--- src/sv/pks_pkg.sv ---
// Shared types, constants and helpers of the packet key scrambler.
`default_nettype none

package pks_pkg;

    // Packet store geometry.
    localparam int MAX_BYTES = 4096;
    localparam int ADDR_W    = $clog2(MAX_BYTES);
    localparam int CNT_W     = $clog2(MAX_BYTES + 1);

    // Fixed field and register widths.
    localparam int BYTE_W    = 8;
    localparam int KEY_W     = 16;
    localparam int CFG_W     = 32;
    localparam int CFG_IDX_W = 3;
    localparam int CMD_W     = 2;
    localparam int STATUS_W  = 3;
    localparam int LEN_W     = 13;
    localparam int TAB_WORDS = 4;
    localparam int TAB_IDX_W = 4;

    // Special values.
    localparam logic [KEY_W-1:0]  KEY_UNSET = 16'hffff;
    localparam logic [KEY_W-1:0]  KEY_NONE  = 16'h0000;
    localparam logic [BYTE_W-1:0] HDR_MARK  = 8'hff;
    localparam logic [CFG_W-1:0]  TAB_RST_EVEN = 32'h4456123f;
    localparam logic [CFG_W-1:0]  TAB_RST_ODD  = 32'h4433bb9a;

    // Input commands.
    typedef enum logic [CMD_W-1:0] {
        CMD_LOAD = 2'd0,
        CMD_ENC  = 2'd1,
        CMD_DEC  = 2'd2,
        CMD_READ = 2'd3
    } t_cmd;

    // Run status codes.
    typedef enum logic [STATUS_W-1:0] {
        ST_OK       = 3'd0,
        ST_PASS     = 3'd1,
        ST_KEY_UNSET= 3'd2,
        ST_SHORT    = 3'd3,
        ST_MISMATCH = 3'd4,
        ST_OVERFLOW = 3'd5
    } t_status;

    // Configuration register indexes.
    typedef enum logic [CFG_IDX_W-1:0] {
        CFG_KEY  = 3'd0,
        CFG_TAB0 = 3'd1,
        CFG_TAB1 = 3'd2,
        CFG_TAB2 = 3'd3,
        CFG_TAB3 = 3'd4
    } t_cfg_idx;

    // The sixteen key table bytes as four words.
    typedef logic [TAB_WORDS-1:0][CFG_W-1:0] t_tab;

    // Result of the remainder unit.
    typedef struct packed {
        logic              done;
        logic [ADDR_W-1:0] rem;
    } t_mod_res;

    // Pick table byte idx; byte 4*w+b sits in bits 8*b+7..8*b of word w.
    function automatic logic [BYTE_W-1:0] tab_byte(input t_tab tab,
                                                   input logic [TAB_IDX_W-1:0] idx);
        logic [CFG_W-1:0] w;
        w = tab[idx[3:2]] >> {idx[1:0], 3'b000};
        return w[BYTE_W-1:0];
    endfunction

endpackage

`default_nettype wire

--- src/sv/pks_mod.sv ---
// Bit-serial remainder unit: key modulo packet length, one dividend bit per cycle.
`default_nettype none

module pks_mod (
    input  wire logic                          i_clk,
    input  wire logic                          i_rst_n,
    input  wire logic                          i_start,
    input  wire logic [pks_pkg::KEY_W-1:0]     i_dividend,
    input  wire logic [pks_pkg::CNT_W-1:0]     i_divisor,
    output pks_pkg::t_mod_res                  o_res
);

    localparam int STEP_W = $clog2(pks_pkg::KEY_W);

    logic                        r_busy;
    logic [STEP_W-1:0]           r_cnt;
    logic [pks_pkg::KEY_W-1:0]   r_dvd;
    logic [pks_pkg::ADDR_W-1:0]  r_rem;
    logic [pks_pkg::ADDR_W:0]    r_div;

    logic [pks_pkg::ADDR_W:0]    trial;
    logic [pks_pkg::ADDR_W-1:0]  n_rem;

    // One restoring step: shift in the next dividend bit and subtract if it fits.
    always_comb begin
        trial = {r_rem, r_dvd[pks_pkg::KEY_W-1]};
        if (trial >= r_div) begin
            n_rem = pks_pkg::ADDR_W'(trial - r_div);
        end else begin
            n_rem = trial[pks_pkg::ADDR_W-1:0];
        end
    end

    // Step sequencer.
    always_ff @(posedge i_clk) begin
        if (!i_rst_n) begin
            r_busy <= 1'b0;
            r_cnt  <= '0;
        end else if (i_start) begin
            r_busy <= 1'b1;
            r_cnt  <= '0;
        end else if (r_busy) begin
            r_cnt <= r_cnt + 1'b1;
            if (r_cnt == STEP_W'(pks_pkg::KEY_W - 1)) begin
                r_busy <= 1'b0;
            end
        end
    end

    // Datapath.
    always_ff @(posedge i_clk) begin
        if (i_start) begin
            r_dvd <= i_dividend;
            r_rem <= '0;
            r_div <= (pks_pkg::ADDR_W + 1)'(i_divisor);
        end else if (r_busy) begin
            r_dvd <= {r_dvd[pks_pkg::KEY_W-2:0], 1'b0};
            r_rem <= n_rem;
        end
    end

    assign o_res.done = !r_busy && !i_start;
    assign o_res.rem  = r_rem;

endmodule

`default_nettype wire

--- config.mk ---
export PLATFORM = sky130hd
export DESIGN_NAME = pks_mod
export DESIGN_NICKNAME = d
export VERILOG_FILES = /design/src/sv/pks_pkg.sv /design/src/sv/pks_mod.sv
export SDC_FILE = /design/constraint.sdc
export NUM_CORES = 1
export LEC_CHECK = 0
export ABC_AREA = 1
export BUFFER_PORTS_ARGS = -buffer_cell sky130_fd_sc_hd__buf_2
export CAP_MARGIN = 25
export CELL_PAD_IN_SITES_DETAIL_PLACEMENT = 1
export CELL_PAD_IN_SITES_GLOBAL_PLACEMENT = 2
export CORE_UTILIZATION = 34
export CTS_CLUSTER_DIAMETER = 200
export CTS_CLUSTER_SIZE = 28
export DETAILED_ROUTE_END_ITERATION = 10
export PLACE_DENSITY = 0.91
export SETUP_SLACK_MARGIN = 0.4
export SLEW_MARGIN = 30
export SYNTH_ARGS = -nofsm -noshare
export SYNTH_HDL_FRONTEND = slang
export SYNTH_SLANG_ARGS = --single-unit
--- constraint.sdc ---
create_clock -name i_clk -period 3.68 [get_ports i_clk]
set_input_delay 0.736 -clock i_clk [delete_from_list [all_inputs] [get_ports i_clk]]
set_output_delay 0.736 -clock i_clk [all_outputs]
set_load 0.05 [all_outputs]
# After elaboration in Yosys (flattened, before gate mapping)

Cells that the tools add are included.
W data, S select, Z words.

Register bits: 46
Bits of input ports: 32
Output and inout port bits: 13
Logic and storage cells: 21

Add/sub/neg operators: 2
Order comparisons: 1
Eq/ne operators: 1
Multiplexer cells: 6
Bitwise gates (word level): 1
Reductions and logical operators: 5

Operator list:

| operator              | number |
|---|---|
| $mux W16              | 2 |
| $ge A13 B13 Y1        | 1 |
| $mux W12              | 1 |
| $sub A12 B12 Y12      | 1 |
| $add A4 B1 Y4 const B | 1 |
| $eq A4 B4 Y1 const B  | 1 |
| $mux W1               | 3 |
| $logic_not A1 Y1      | 2 |
| $reduce_bool A2 Y1    | 1 |
| $reduce_or A2 Y1      | 1 |
| $logic_and A1 B1 Y1   | 1 |
| $not A1 Y1            | 1 |

# Depth between registers and ports, before layout

Word-level depth: 4
Mapped depth: 12
Gate-level depth less buffers: 12

# Worst setup path after synthesis

No wires, ideal clock.

Path kind: input to output
Start: in i_start
End: out o_res[12] in the netlist's numbering
Data arrival time: 1.735 ns
Required time: 2.944 ns
Slack: 1.209 ns
Stages on the path: 3
Path buffers: 2
Cell sequence: buf_2 -> nor2_1 -> clkbuf_1

RTL lines:

| what        | RTL line      | RTL |
|---|---|---|
| from (decl) | pks_mod.sv:7  | `input wire logic i_start,` |
| to (decl)   | pks_mod.sv:10 | `output pks_pkg::t_mod_res o_res` |

# Worst setup path in the final report

Start: reg r_div[2] in the netlist's numbering
End: reg r_rem[9] in the netlist's numbering

Longest elaborated chain between the ends: 2
Elaborated cells between the ends (all ways): 3
Classes of those cells: 1 x add/sub; 1 x order compare; 1 x mux

RTL lines:

| what                                               | RTL line                     | RTL |
|---|---|---|
| from (decl)                                        | pks_mod.sv:19                | `logic [pks_pkg::ADDR_W:0] r_div;` |
| from (signal assigned)                             | pks_mod.sv:55                | `r_div <= (pks_pkg::ADDR_W + 1)'(i_divisor);` |
| $sub A12 B12 Y12 or $ge A13 B13 Y1 (tied branches) | pks_mod.sv:28, pks_mod.sv:27 |  |
| $mux W12 *                                         | pks_mod.sv:27                | `if (trial >= r_div) begin` |
| to (signal assigned)                               | pks_mod.sv:58                | `r_rem <= n_rem;` |
| to (decl)                                          | pks_mod.sv:18                | `logic [pks_pkg::ADDR_W-1:0] r_rem;` |

Mark *: on every way between the ends. The rest lies on a longest branch, timed or not.
A chain may end at the register's enable or synchronous reset.

==> results by group <==
Outcome
  – Outcome: finished clean

Power
  – Pwr Total: 1.12 mW
  – Flop pwr share: 53.7%
  – Max rail drop VDD: 0.000189 V
  – PwrDens: 356 mW/mm^2
  – Int Power: 0.841 mW
  – NetSw: 0.275 mW
  – Clock share of power: 32.5%
  – Power share of the combinational group: 13.8%
  – Pleak: 1.62 nW
  – Switching Share: 24.6%

Global routing
  – Vias in the first global route: 2437
  – Largest net degree at the start of global routing: 25
  – Grt ovf: 0
  – First-pass GRT wire length: 11600 um
  – Initial antenna violation count: 0
  – Total Routing Usage GR: 17.7%

CTS
  – Cts hold-fix bufs: 0
  – Setup repair bufs after CTS: 0
  – Worst-path clk slew: 80 ps
  – TritonCTS Buffers: 5
  – Clock Tree Buf Depth: 2
  – Clock root buffer: clkbuf_8
  – Later-pin clock latency in the skew report: 290 ps
  – Clk sink count: 46
  – CTS tree: yes
  – H-Tree Depth: 2
  – Cts repair resizes: 0

Timing
  – Crit share post-route: 58.2%
  – Achievable Freq: 467 MHz
  – Fin Setup TNS: 0 ps
  – WHS: 491 ps
  – RSZ-0062 raised after global routing: false
  – # setup viols final: 0
  – Fin. max-slew vios: 0
  – Worst Max-Slew Pin Slew: 917 ps
  – Min Tclk post-route: 2140 ps
  – Setup Skew: 5.39 ps
  – Final Hold Violating Endpoints: 0
  – Worst slew margin: 38.6%
  – Final WS setup: 1540 ps

Floorplan
  – Number of I/O pins: 45
  – Die Area: 0.00834 mm^2
  – Core footprint: 0.00773 mm^2
  – Site Rows: 32
  – Initial cell density of the core: 35.1%
  – Die width: 91.3 um
  – Die Y: 91.3 um

Critical path
  – CP Launch Type: flop
  – CP Data Required Time: 3870 ps
  – Critical-path maximum fanout: 13
  – CP endpoint kind: flop
  – CP Class: flop to flop
  – WP data arrival: 2340 ps

Layout
  – Fin util: 40.5%
  – Share of cells above drive strength 1: 18.3%
  – Final net count: 435
  – Final Instance Count excl. Fillers: 491
  – Multi-input combinational cell area: 0.00124 mm^2
  – Layout filler cell count: 960
  – Fin area: 0.00313 mm^2
  – Register Area: 0.00121 mm^2
  – Area Overhead vs Synth: 15.5%
  – Ant diodes: 0

Yosys
  – Async set-reset flop share out of synthesis: 0%
  – Syn_nets: 391
  – Yosys cell types: 31
  – Top_reg_cell synth: edfxtp_1
  – Top-count cell post-synth: nand2_1
  – Avg Cell Area, Syn: 7.89 um^2
  – Sequential-to-total area share from yosys stat: 44.6%
  – Yosys warns: 0
  – Post-synthesis cell area: 0.00271 mm^2
  – Top cells by area, synth: edfxtp_1 (32%), nand2_1 (18%), dfxtp_1 (13%)
  – Top cells by count, synth: nand2_1 (130), inv_1 (54), edfxtp_1 (29), nand3_1 (23), dfxtp_1 (17)
  – Number of flops mapped to enable cells by yosys: 29
  – Yosys top cell area share: 32.1%
  – Mapped Cells: 344
  – Register bit total from synthesis: 46
  – Cell taking the most area after synthesis: edfxtp_1

Route
  – Routed WL: 6650 um
  – Starting DRT DRC Count: 71
  – WL/cell: 13.5 um
  – Via density: 4.67
  – DRC: 0
  – Via count: 2293
  – First-pass detailed-route iteration total: 5
  – Routed Antenna Nets: 0

Min path
  – HP Class: flop to flop

Placement
  – Worst slack, placed: 1390 ps
  – DP HPWL: 5310 um
  – IO buf count: 44
  – Gpl congestion: 0.749
  – DP Area: 0.00303 mm^2
  – Cells after DPL: 483

Run
  – Max_cap viols: 0
-- power groups by stage --
stage	Sequential, mW	Combinational (mW)	Clock, mW
2_1_floorplan	0.610	0.101	0
3_3_place_gp	0.610	0.152	0
3_5_place_dp	0.611	0.155	0
4_1_cts	0.600	0.156	0.378
5_1_grt	0.604	0.176	0.397
6_report	0.599	0.153	0.363
-- logic make-up after synthesis --
group	after synthesis	synth area share [%]
DFF	46	44.6
AOI/OAI and AO/OA	9	2.31
xor gates and xnor gates	6	1.94
and+or+nand+nor	203	34.3
buffers and inverters	65	9.59
adders and majority gates	15	7.20
-- placed cells by master (no fill, tap or decap), types with 4 or more instances in the layout --
cell type / n
nand2_1: 130
clkbuf_8: 5
inv_1: 54
nand3_1: 23
nand2_2: 4
edfxtp_1: 29
dfxtp_1: 17
ha_1: 14
xnor2_1: 6
nand4_1: 15
nand3_2: 5
nor2_1: 15
buf_2: 44
a21oi_1: 5
-- sequential cells by signal, summed over array words and instances, names as in the netlist --
name and count:
r_busy 1, r_cnt 4, r_dvd 16, r_div 13, r_rem 12
-- critical path, cell delays in order, from the launching register on --
cell	delay [ps]
edfxtp_1	330
inv_1	40
ha_1	400
nand2_1	110
nor2_1	160
nand4_2	380
nand3_4	350
nand3_2	120
nand3_1	100
nand2_1	50
-- layer usage --
| metal | global-route usage [%] | vias to the layer above | share of wire, % |
|---|---|---|---|
| li1 | - | 1176 | - |
| met1 | 23.1 | 1081 | 49 |
| met2 | 30.4 | 34 | 48 |
| met3 | 3.18 | 2 | 2.6 |
| met4 | 4.10 | 0 | 0.45 |
| met5 | 0 | - | 0 |
-- worst paths after layout --
kind                                        startpoint                     end  slack (ps)  cells past startpoint
worst max-delay path                r_div[2]$_DFFE_PP_   r_rem[9]$_SDFFE_PP0P_        1540                      9
worst min-delay path            r_rem[11]$_SDFFE_PP0P_  r_rem[11]$_SDFFE_PP0P_         490                      2
worst min register to register  r_rem[11]$_SDFFE_PP0P_  r_rem[11]$_SDFFE_PP0P_         490                      2
worst max register to register      r_div[2]$_DFFE_PP_   r_rem[9]$_SDFFE_PP0P_        1540                      9
-- layout make-up --
cell class | count | share of cell area [%]
timing repair buffer | 46 | 7.51
tap | 102 | 4.08
clock buffer | 6 | 2.32
sequential | 46 | 38.7
clock inverter | 2 | 1.08
inverter | 56 | 6.71
multi-input combinational | 233 | 39.6
No activity file was read; power rests on OpenSTA's default activity.
